==> src/hw/rtl/sraf_pkg.sv <==
// Shared types and constants for the region access filter.
`timescale 1ns / 1ps
package sraf_pkg;

  localparam int NumRegionsDef = 9;
  localparam int AddrWidthDef  = 40;

  typedef enum logic [1:0] {
    KIND_RD  = 2'd0,
    KIND_WR  = 2'd1,
    KIND_CHK = 2'd2,
    KIND_BAD = 2'd3
  } kind_e;

  // Register offsets (word aligned).
  localparam logic [15:0] OFF_BUILD   = 16'h000;
  localparam logic [15:0] OFF_ACTION  = 16'h004;
  localparam logic [15:0] OFF_GATE    = 16'h008;
  localparam logic [15:0] OFF_SPEC    = 16'h00C;
  localparam logic [15:0] OFF_INTSTAT = 16'h010;
  localparam logic [15:0] OFF_INTCLR  = 16'h014;
  localparam logic [15:0] OFF_FADDRLO = 16'h020;
  localparam logic [15:0] OFF_FADDRHI = 16'h024;
  localparam logic [15:0] OFF_FCTRL   = 16'h028;
  localparam logic [15:0] OFF_FID     = 16'h02C;
  localparam logic [15:0] OFF_REGION  = 16'h100;
  localparam logic [15:0] OFF_IDLO    = 16'hFD0;
  localparam logic [15:0] OFF_IDHI    = 16'hFFC;

  // Offsets within one region slot.
  localparam logic [4:0] RO_BASE_LO = 5'h00;
  localparam logic [4:0] RO_BASE_HI = 5'h04;
  localparam logic [4:0] RO_TOP_LO  = 5'h08;
  localparam logic [4:0] RO_TOP_HI  = 5'h0C;
  localparam logic [4:0] RO_ATTR    = 5'h10;
  localparam logic [4:0] RO_IDACC   = 5'h14;

  // Identification byte for word index 0..11.
  function automatic logic [7:0] id_byte(input logic [3:0] idx);
    logic [7:0] b;
    begin
      case (idx)
        4'd4:  b = 8'h60;
        4'd5:  b = 8'hb4;
        4'd6:  b = 8'h2b;
        4'd8:  b = 8'h0d;
        4'd9:  b = 8'hf0;
        4'd10: b = 8'h05;
        4'd11: b = 8'hb1;
        default: b = 8'h00;
      endcase
      return b;
    end
  endfunction

  // Front to back queue entry.
  typedef struct packed {
    kind_e        kind;
    logic         size_ok;
    logic         reg_ok;
    logic [15:0]  off;
    logic [31:0]  wdata;
    logic [63:0]  addr;
    logic         tsec;
    logic [3:0]   req;
    logic         twr;
  } op_t;

endpackage

==> src/hw/rtl/secure_region_access_filter_top.sv <==
// Top level of the region access filter.
//
//  channel | direction | handshake          | payload
//  in      | input     | in_valid_i/stall_o | kind .. txn_write
//  out     | output    | out_valid_o/stall_i| read_data .. irq_level
//
// The back end handles an item in a region compare step, then a pick and
// update step; it takes one item at a time, and a stalled output holds the pick.
// A two-entry queue separates front and back; the output register frees
// as its result is taken. Reset is asynchronous, active low.
`timescale 1ns / 1ps
module secure_region_access_filter_top #(
  parameter int NumRegions = sraf_pkg::NumRegionsDef,
  parameter int AddrWidth  = sraf_pkg::AddrWidthDef
) (
  input  logic                 clk_i,
  input  logic                 rst_ni,
  input  logic                 in_valid_i,
  output logic                 in_stall_o,
  input  logic [1:0]           kind_i,
  input  logic [15:0]          reg_offset_i,
  input  logic [3:0]           access_size_i,
  input  logic                 bus_secure_i,
  input  logic [31:0]          write_data_i,
  input  logic [AddrWidth-1:0] txn_address_i,
  input  logic                 txn_secure_i,
  input  logic [3:0]           txn_requester_i,
  input  logic                 txn_write_i,
  output logic                 out_valid_o,
  input  logic                 out_stall_i,
  output logic [31:0]          read_data_o,
  output logic                 bus_error_o,
  output logic                 txn_allowed_o,
  output logic                 irq_level_o
);

  logic          op_valid, op_pop;
  sraf_pkg::op_t op;

  sraf_front #(.AddrWidth(AddrWidth)) u_front (
    .clk_i, .rst_ni, .in_valid_i, .in_stall_o, .kind_i, .reg_offset_i,
    .access_size_i, .bus_secure_i, .write_data_i, .txn_address_i,
    .txn_secure_i, .txn_requester_i, .txn_write_i,
    .op_valid_o(op_valid), .op_pop_i(op_pop), .op_o(op)
  );

  sraf_back #(.NumRegions(NumRegions), .AddrWidth(AddrWidth)) u_back (
    .clk_i, .rst_ni, .op_valid_i(op_valid), .op_pop_o(op_pop), .op_i(op),
    .out_valid_o, .out_stall_i, .read_data_o, .bus_error_o, .txn_allowed_o,
    .irq_level_o
  );

endmodule

==> src/hw/rtl/sraf_front.sv <==
// Front end: accepts items, classifies them, and queues them for the back end.
`timescale 1ns / 1ps
module sraf_front #(
  parameter int AddrWidth = sraf_pkg::AddrWidthDef
) (
  input  logic                 clk_i,
  input  logic                 rst_ni,
  input  logic                 in_valid_i,
  output logic                 in_stall_o,
  input  logic [1:0]           kind_i,
  input  logic [15:0]          reg_offset_i,
  input  logic [3:0]           access_size_i,
  input  logic                 bus_secure_i,
  input  logic [31:0]          write_data_i,
  input  logic [AddrWidth-1:0] txn_address_i,
  input  logic                 txn_secure_i,
  input  logic [3:0]           txn_requester_i,
  input  logic                 txn_write_i,
  output logic                 op_valid_o,
  input  logic                 op_pop_i,
  output sraf_pkg::op_t        op_o
);

  // Two-entry queue.
  sraf_pkg::op_t q_q [2];
  logic [1:0] cnt_q, cnt_d;
  logic       rd_q, rd_d, wr_q, wr_d;
  logic       push;
  sraf_pkg::op_t op_new;

  assign in_stall_o = (cnt_q == 2'd2);
  assign push       = in_valid_i && !in_stall_o;

  always_comb begin
    op_new         = '0;
    op_new.kind    = sraf_pkg::kind_e'(kind_i);
    op_new.size_ok = (access_size_i == 4'd4);
    op_new.reg_ok  = bus_secure_i || ({reg_offset_i[15:2], 2'b00} >= sraf_pkg::OFF_IDLO);
    op_new.off     = {reg_offset_i[15:2], 2'b00};
    op_new.wdata   = write_data_i;
    op_new.addr    = 64'(txn_address_i);
    op_new.tsec    = txn_secure_i;
    op_new.req     = txn_requester_i;
    op_new.twr     = txn_write_i;
  end

  always_comb begin
    cnt_d = cnt_q;
    rd_d  = rd_q;
    wr_d  = wr_q;
    if (push) begin
      wr_d = ~wr_q;
    end
    if (op_pop_i) begin
      rd_d = ~rd_q;
    end
    cnt_d = cnt_q + 2'(push) - 2'(op_pop_i);
  end

  always_ff @(posedge clk_i or negedge rst_ni) begin
    if (!rst_ni) begin
      cnt_q <= '0;
      rd_q  <= 1'b0;
      wr_q  <= 1'b0;
    end else begin
      cnt_q <= cnt_d;
      rd_q  <= rd_d;
      wr_q  <= wr_d;
    end
  end

  always_ff @(posedge clk_i) begin
    if (push) begin
      q_q[wr_q] <= op_new;
    end
  end

  assign op_valid_o = (cnt_q != 2'd0);
  assign op_o       = q_q[rd_q];

endmodule

==> src/hw/rtl/sraf_back.sv <==
// Back end: register file, region match and result register.
`timescale 1ns / 1ps
module sraf_back #(
  parameter int NumRegions = sraf_pkg::NumRegionsDef,
  parameter int AddrWidth  = sraf_pkg::AddrWidthDef
) (
  input  logic          clk_i,
  input  logic          rst_ni,
  input  logic          op_valid_i,
  output logic          op_pop_o,
  input  sraf_pkg::op_t op_i,
  output logic          out_valid_o,
  input  logic          out_stall_i,
  output logic [31:0]   read_data_o,
  output logic          bus_error_o,
  output logic          txn_allowed_o,
  output logic          irq_level_o
);

  localparam int RW = (NumRegions > 1) ? $clog2(NumRegions) : 1;
  localparam logic [AddrWidth-1:0] AddrOnes = '1;

  logic [AddrWidth-1:0] base_q [NumRegions];
  logic [AddrWidth-1:0] top_q  [NumRegions];
  logic [31:0]          attr_q [NumRegions];
  logic [31:0]          ida_q  [NumRegions];
  logic [1:0]  action_q;
  logic        gate_q;
  logic [31:0] spec_q;
  logic        pend_q;
  logic [AddrWidth-1:0] faddr_q;
  logic [2:0]  fflags_q;
  logic [3:0]  freq_q;

  // Stage 1 registers: per-region hit vector, then the pick in stage 2.
  logic                 s1_q;
  logic [NumRegions-1:0] hit_q;
  logic                 busy;

  logic        out_v_q;
  logic [31:0] rdata_q;
  logic        berr_q, allow_q;

  // Item waits in the queue head during its match cycle; popped at finish.
  logic finish;
  assign busy     = s1_q;
  assign finish   = s1_q && (!out_v_q || !out_stall_i);
  assign op_pop_o = finish;

  logic [AddrWidth-1:0] a;
  assign a = op_i.addr[AddrWidth-1:0];

  logic [NumRegions-1:0] hit_d;
  always_comb begin
    for (int i = 0; i < NumRegions; i++) begin
      hit_d[i] = (i == 0 || attr_q[i][3:0] != 4'd0) && a >= base_q[i] && a <= top_q[i];
    end
  end

  always_ff @(posedge clk_i or negedge rst_ni) begin
    if (!rst_ni) begin
      s1_q <= 1'b0;
    end else if (finish) begin
      s1_q <= 1'b0;
    end else if (op_valid_i && !busy) begin
      s1_q <= 1'b1;
    end
  end

  always_ff @(posedge clk_i) begin
    if (op_valid_i && !busy) begin
      hit_q <= hit_d;
    end
  end

  // Priority pick and permission.
  logic allowed;
  always_comb begin
    allowed = 1'b0;
    for (int i = 0; i < NumRegions; i++) begin
      if (hit_q[i]) begin
        if (op_i.tsec) begin
          allowed = op_i.twr ? attr_q[i][31] : attr_q[i][30];
        end else begin
          allowed = ida_q[i][{op_i.twr, op_i.req}];
        end
      end
    end
    if (!gate_q) allowed = 1'b0;
  end

  // Register decode.
  logic [15:0] roff;
  logic [4:0]  ro;
  logic [10:0] rslot;
  logic        in_reg;
  logic [RW-1:0] ridx;
  assign roff   = op_i.off - sraf_pkg::OFF_REGION;
  assign ro     = roff[4:0];
  assign rslot  = roff[15:5];
  assign in_reg = (op_i.off >= sraf_pkg::OFF_REGION) && (32'(rslot) < NumRegions);
  assign ridx   = RW'(rslot);

  logic [31:0] rd;
  logic [63:0] wide;
  always_comb begin
    rd = '0;
    wide = '0;
    if (in_reg) begin
      case (ro)
        sraf_pkg::RO_BASE_LO: begin wide = 64'(base_q[ridx]); rd = wide[31:0]; end
        sraf_pkg::RO_BASE_HI: begin wide = 64'(base_q[ridx]); rd = wide[63:32]; end
        sraf_pkg::RO_TOP_LO:  begin wide = 64'(top_q[ridx]);  rd = wide[31:0]; end
        sraf_pkg::RO_TOP_HI:  begin wide = 64'(top_q[ridx]);  rd = wide[63:32]; end
        sraf_pkg::RO_ATTR:    rd = attr_q[ridx];
        sraf_pkg::RO_IDACC:   rd = ida_q[ridx];
        default:              rd = '0;
      endcase
    end else if (op_i.off >= sraf_pkg::OFF_IDLO && op_i.off <= sraf_pkg::OFF_IDHI) begin
      rd = 32'(sraf_pkg::id_byte(4'(op_i.off[15:2] - sraf_pkg::OFF_IDLO[15:2])));
    end else begin
      wide = 64'(faddr_q);
      unique case (op_i.off)
        sraf_pkg::OFF_BUILD:
          rd = {18'd0, 6'(AddrWidth - 1), 3'd0, 5'(NumRegions - 1)};
        sraf_pkg::OFF_ACTION:  rd = {30'd0, action_q};
        sraf_pkg::OFF_GATE:    rd = {15'd0, gate_q, 15'd0, gate_q};
        sraf_pkg::OFF_SPEC:    rd = spec_q;
        sraf_pkg::OFF_INTSTAT: rd = {31'd0, pend_q};
        sraf_pkg::OFF_FADDRLO: rd = wide[31:0];
        sraf_pkg::OFF_FADDRHI: rd = wide[63:32];
        sraf_pkg::OFF_FCTRL:
          rd = {7'd0, fflags_q[2], 2'd0, fflags_q[1], fflags_q[0], 20'd0};
        sraf_pkg::OFF_FID:     rd = {28'd0, freq_q};
        default:               rd = '0;
      endcase
    end
  end

  logic do_rd, do_wr, do_chk;
  assign do_rd  = op_i.kind == sraf_pkg::KIND_RD && op_i.size_ok && op_i.reg_ok;
  assign do_wr  = finish && op_i.kind == sraf_pkg::KIND_WR && op_i.size_ok && op_i.reg_ok;
  assign do_chk = finish && op_i.kind == sraf_pkg::KIND_CHK;

  logic [63:0] wlo, whi;
  always_comb begin
    wlo = '0;
    whi = '0;
    if (in_reg) begin
      wlo = (ro == sraf_pkg::RO_BASE_LO || ro == sraf_pkg::RO_BASE_HI) ?
            64'(base_q[ridx]) : 64'(top_q[ridx]);
    end
    whi = {op_i.wdata, wlo[31:0]};
    wlo = {wlo[63:32], op_i.wdata};
  end

  always_ff @(posedge clk_i or negedge rst_ni) begin
    if (!rst_ni) begin
      for (int i = 0; i < NumRegions; i++) begin
        base_q[i] <= '0;
        top_q[i]  <= (i == 0) ? AddrOnes : '0;
        attr_q[i] <= (i == 0) ? 32'hC000_0000 : '0;
        ida_q[i]  <= (i == 0) ? 32'hFFFF_FFFF : '0;
      end
      action_q <= '0;
      gate_q   <= 1'b0;
      spec_q   <= '0;
      pend_q   <= 1'b0;
      faddr_q  <= '0;
      fflags_q <= '0;
      freq_q   <= '0;
    end else begin
      if (do_wr) begin
        if (in_reg) begin
          case (ro)
            sraf_pkg::RO_BASE_LO: base_q[ridx] <= wlo[AddrWidth-1:0];
            sraf_pkg::RO_BASE_HI: base_q[ridx] <= whi[AddrWidth-1:0];
            sraf_pkg::RO_TOP_LO:  top_q[ridx]  <= wlo[AddrWidth-1:0];
            sraf_pkg::RO_TOP_HI:  top_q[ridx]  <= whi[AddrWidth-1:0];
            sraf_pkg::RO_ATTR:    attr_q[ridx] <= op_i.wdata;
            sraf_pkg::RO_IDACC:   ida_q[ridx]  <= op_i.wdata;
            default: ;
          endcase
        end else begin
          unique case (op_i.off)
            sraf_pkg::OFF_ACTION:  action_q <= op_i.wdata[1:0];
            sraf_pkg::OFF_GATE:    gate_q   <= op_i.wdata[0];
            sraf_pkg::OFF_SPEC:    spec_q   <= op_i.wdata;
            sraf_pkg::OFF_INTCLR:  if (op_i.wdata[0]) pend_q <= 1'b0;
            default: ;
          endcase
        end
      end
      if (do_chk && !allowed) begin
        faddr_q  <= a;
        fflags_q <= {op_i.twr, !op_i.tsec, 1'b1};
        freq_q   <= op_i.tsec ? 4'd0 : op_i.req;
        pend_q   <= 1'b1;
      end
    end
  end

  // Output register; irq reflects state after the item.
  logic irq_q;
  always_ff @(posedge clk_i or negedge rst_ni) begin
    if (!rst_ni) begin
      out_v_q <= 1'b0;
    end else if (finish) begin
      out_v_q <= 1'b1;
    end else if (!out_stall_i) begin
      out_v_q <= 1'b0;
    end
  end

  logic pend_n;
  logic act_n;
  always_comb begin
    pend_n = pend_q;
    act_n  = action_q[1];
    if (do_wr && !in_reg && op_i.off == sraf_pkg::OFF_INTCLR && op_i.wdata[0]) pend_n = 1'b0;
    if (do_wr && !in_reg && op_i.off == sraf_pkg::OFF_ACTION) act_n = op_i.wdata[1];
    if (do_chk && !allowed) pend_n = 1'b1;
  end

  always_ff @(posedge clk_i) begin
    if (finish) begin
      rdata_q <= do_rd ? rd : '0;
      berr_q  <= (op_i.kind == sraf_pkg::KIND_RD || op_i.kind == sraf_pkg::KIND_WR) &&
                 !op_i.size_ok;
      allow_q <= (op_i.kind == sraf_pkg::KIND_CHK) && allowed;
      irq_q   <= act_n & pend_n;
    end
  end

  assign out_valid_o   = out_v_q;
  assign read_data_o   = rdata_q;
  assign bus_error_o   = berr_q;
  assign txn_allowed_o = allow_q;
  assign irq_level_o   = irq_q;

endmodule

==> config.mk <==
export PLATFORM = sky130hd
export DESIGN_NAME = secure_region_access_filter_top
export DESIGN_NICKNAME = d
export VERILOG_FILES = /design/src/hw/rtl/sraf_pkg.sv /design/src/hw/rtl/secure_region_access_filter_top.sv /design/src/hw/rtl/sraf_front.sv /design/src/hw/rtl/sraf_back.sv
export SDC_FILE = /design/constraint.sdc
export NUM_CORES = 2
export LEC_CHECK = 0
export BUFFER_PORTS_ARGS = -buffer_cell sky130_fd_sc_hd__buf_2
export CELL_PAD_IN_SITES_DETAIL_PLACEMENT = 1
export CELL_PAD_IN_SITES_GLOBAL_PLACEMENT = 2
export CORE_MARGIN = 1
export CORE_UTILIZATION = 40
export DETAILED_ROUTE_END_ITERATION = 8
export PLACE_DENSITY = 0.87
export SKIP_CTS_REPAIR_TIMING = 1
export SLEW_MARGIN = 20
export SYNTH_ARGS = -nofsm -noshare
export SYNTH_HDL_FRONTEND = slang
export SYNTH_SLANG_ARGS = --single-unit
==> constraint.sdc <==
create_clock -name clk_i -period 13.5 [get_ports clk_i]
set_input_delay 2.025 -clock clk_i [delete_from_list [all_inputs] [get_ports clk_i]]
set_output_delay 2.025 -clock clk_i [all_outputs]
set_load 0.02 [all_outputs]
==> reports/qor.yml <==
status:
  status: "finished, final reports clean"
power:
  internal-power_mw: 10.95
  irDropWorstVdd_mv: 0.1871
  power.share.clock_pct: 26.9
  pwr-share-comb_pct: 46.0
  switching_share_pct: 45.65
  pwr-share-seq_pct: 27.1
  p_sw_mw: 9.199
  leakagePower_nw: 43.82
  power_density_mw_per_mm2: 191.7
min_path:
  min_to: "u_back.attr_q[247]$_DFFE_PN0P_"
  hold_class: "flip-flop to flip-flop"
  hp-start: "u_back.attr_q[247]$_DFFE_PN0P_"
  hold_depth: 2
timing:
  finalWorstSetupSlack_ps: 6410
  max_freq_ghz: 0.1411
  hold_viol_final: 0
  slew_headroom_pct: 8.725
  slew_violations: 0
  clock_skew_ps: 49.09
  setup_viol: 0
  setup_tns_ps: 0
  fin_crit_ps: 7090
  rsz0062_at_grt: "false"
  finalCritPeriodShare_pct: 52.52
  tightest_slew_ps: 1355
run:
  cap_viol_max_count: 0
setup_path:
  worstPathArrival_ps: 7630
  endpoint_kind: "flip-flop"
  cp_max_fo: 45
  worst_ep_required_time_ps: 14040
  reg2reg_from: "u_front.rd_q$_DFFE_PN0P_"
  ff2ff_setup_slack_ps: 6410
  r2r_end: "u_back.hit_q[7]$_DFFE_PP_"
  critPathLaunch: "u_front.rd_q$_DFFE_PN0P_"
  rr_worst_depth: 12
  worst-setup-path-type: "flip-flop to flip-flop"
  startpoint_type: "flip-flop"
logic_synthesis:
  yosys-top-cells-count: "1842 x nand2_1, 1311 x dfrtp_1, 1041 x o21ai_0, 726 x ha_1, 721 x inv_1"
  synthDistinctLibCells: 79
  synth_top_flop_cell: "dfrtp_1"
  ys_top_cells_by_area: "dfrtp_1 35%, ha_1 9.7%, edfxtp_1 7.5%"
  syn_inst: 10038
  synth_seq_area_share_pct: 44.45
  avgSynthCellArea_um2: 9.378
  synth_seq_cells: 1621
  yosys.cell_count.top_type: "nand2_1"
  yosysTopAreaCell: "dfrtp_1"
  yosys_warnings: 0
  syn-cell-area_mm2: 0.09413
  synth_enable_flop_cells: 236
  syn_nets: 10869
  synthArstFlopShare_pct: 85.44
  synth_top_area_share_pct: 34.85
die:
  io_pins: 142
  core-area_mm2: 0.2332
  dieArea_mm2: 0.2373
  die_h_um: 487.1
  placementRows: 177
  initial_core_util_pct: 40.37
  die_width_um: 487.1
detailed_routing:
  vias_per_cell: 6.178
  drc: 0
  drt_wl_total_um: 399200
  num_vias: 81836
  ant_nets: 0
  drt-wirelength-per-cell_um: 30.14
  drt_pass1_iterations: 7
  drtIter0Drc: 8174
grt:
  antenna_found_initial: 30
  grt-ovfl-total: 0
  grt_pass1_vias: 84550
  grt_use_total_pct: 33.38
  grt_pass1_wl_um: 581300
  grt_max_degree: 157
finish:
  final_nets: 10766
  fill_cells: 26269
  drive_gt1_share_pct: 13.52
  syn_to_final_growth_pct: 11.69
cts:
  clk_latency_ps: 910
  cts_buffer_depth: 3
  cts_max_level: 4
  clk_pin_slew_worst_paths_ps: 60
  cts_sinks: 1621
  cts_buffers: 190
  cts_tree: "built"
  cts_root_buffer: "clkbuf_16"
placement:
  place.gp.congestion: 1.010
  port-buffer-count: 139
  place_hpwl_um: 272000
  pre_cts_slack_ps: 6593
==> cell families after synthesis <==
group,after synthesis,share of synthesized area [%]
AND/OR/NAND/NOR,3026,14.07
AO/OA/AOI/OAI,2462,15.85
flip-flops,1621,44.45
buffers and inverters,1362,5.666
multiplexers,835,10.26
adder cells (fa/ha/maj),726,9.650
XOR/XNOR,6,0.05584
==> how the worst max path moves through the flow <==
stage	to	cells past startpoint	slack [ps]
3_3_place_gp	u_back.faddr_q[32]$_DFFE_PN0P_	15	6690
5_1_grt	u_back.faddr_q[22]$_DFFE_PN0P_	15	6440
3_5_place_dp	u_back.faddr_q[4]$_DFFE_PN0P_	15	6590
6_report	u_back.hit_q[7]$_DFFE_PP_	12	6410
4_1_cts	u_back.faddr_q[22]$_DFFE_PN0P_	15	6520
2_1_floorplan	u_front.q_q[0][0]$_DFFE_PP_	2	6840
==> cell usage in the layout, fill, tap and decap left out, types with 163 or more instances in the layout <==
cell type,netlist,routed
o21ai_0,1041,1036
nor2_1,279,273
ha_1,726,726
a21o_1,221,221
a21oi_1,416,413
o211ai_1,173,173
buf_4,10,192
mux2_2,469,467
mux2_1,187,187
edfxtp_1,236,236
clkbuf_16,0,192
nand2_1,1842,1811
dfrtp_1,1311,1310
nand3_1,345,338
nand4_1,163,163
inv_1,721,721
==> per-layer routing <==
metal	GRT usage (%)	part of all wire, %	vias up
li1	-	-	35209
met1	42.67	41	42031
met2	51.31	44	3502
met3	7.240	8.2	1084
met4	20.89	7.0	10
met5	0	0.020	-
==> critical path, stage by stage, from the launching register on <==
cell       delay, ps
dfrtp_4          680
buf_4            730
buf_4            690
mux2_2           700
ha_1             490
nand4_1          340
nor4_1           630
and3_1           480
o21ai_0          350
o2111ai_1        550
a21oi_1          160
a32oi_1          510
a311oi_1         270
==> metrics by stage <==
stage	utilization, %	hold WS (ps)	area [um2]	instances	power, mW
final	45.08	476.1	105100	13246	20.15
after global routing	45.06	494.7	105100	13227	20.80
after CTS	45.03	481.7	105000	13226	19.91
after detailed placement	42.26	468.8	98560	12874	14.46
after global placement	42.24	449.4	98510	12874	14.19
after floorplan	-	435.6	94130	10038	10.40
==> power by group through the flow <==
stage               sequential, mW  clock (mW)  combinational (mW)
floorplan                     5.47           0                4.92
global placement              5.52           0                8.67
detailed placement            5.54           0                8.92
CTS                           5.45        5.46                8.99
global route                  5.47        5.64                9.69
finish                        5.46        5.42                9.28
==> registers in the layout (all words and copies together) (netlist names), 2 cells and up <==
name,cells
u_back.base_q,360
u_back.top_q,360
u_back.attr_q,288
u_back.ida_q,288
u_front.q_q,192
u_back.faddr_q,40
u_back.read_data_o,32
u_back.spec_q,32
u_back.hit_q,9
u_back.freq_q,4
u_back.fflags_q,3
u_back.action_q,2
u_front.cnt_q,2
==> final cells by class <==
class | instances | area, um2 | area share [%]
inverter | 722 | 2710 | 2.578
multi-input combinational | 7055 | 47740 | 45.41
sequential | 1621 | 41840 | 39.80
clock inverter | 83 | 1003 | 0.9544
timing repair buffer | 345 | 2420 | 2.302
antenna | 19 | 47.55 | 0.04522
clock buffer | 269 | 5454 | 5.188
tap | 3132 | 3919 | 3.727
No activity file was read; power rests on OpenSTA's default activity.
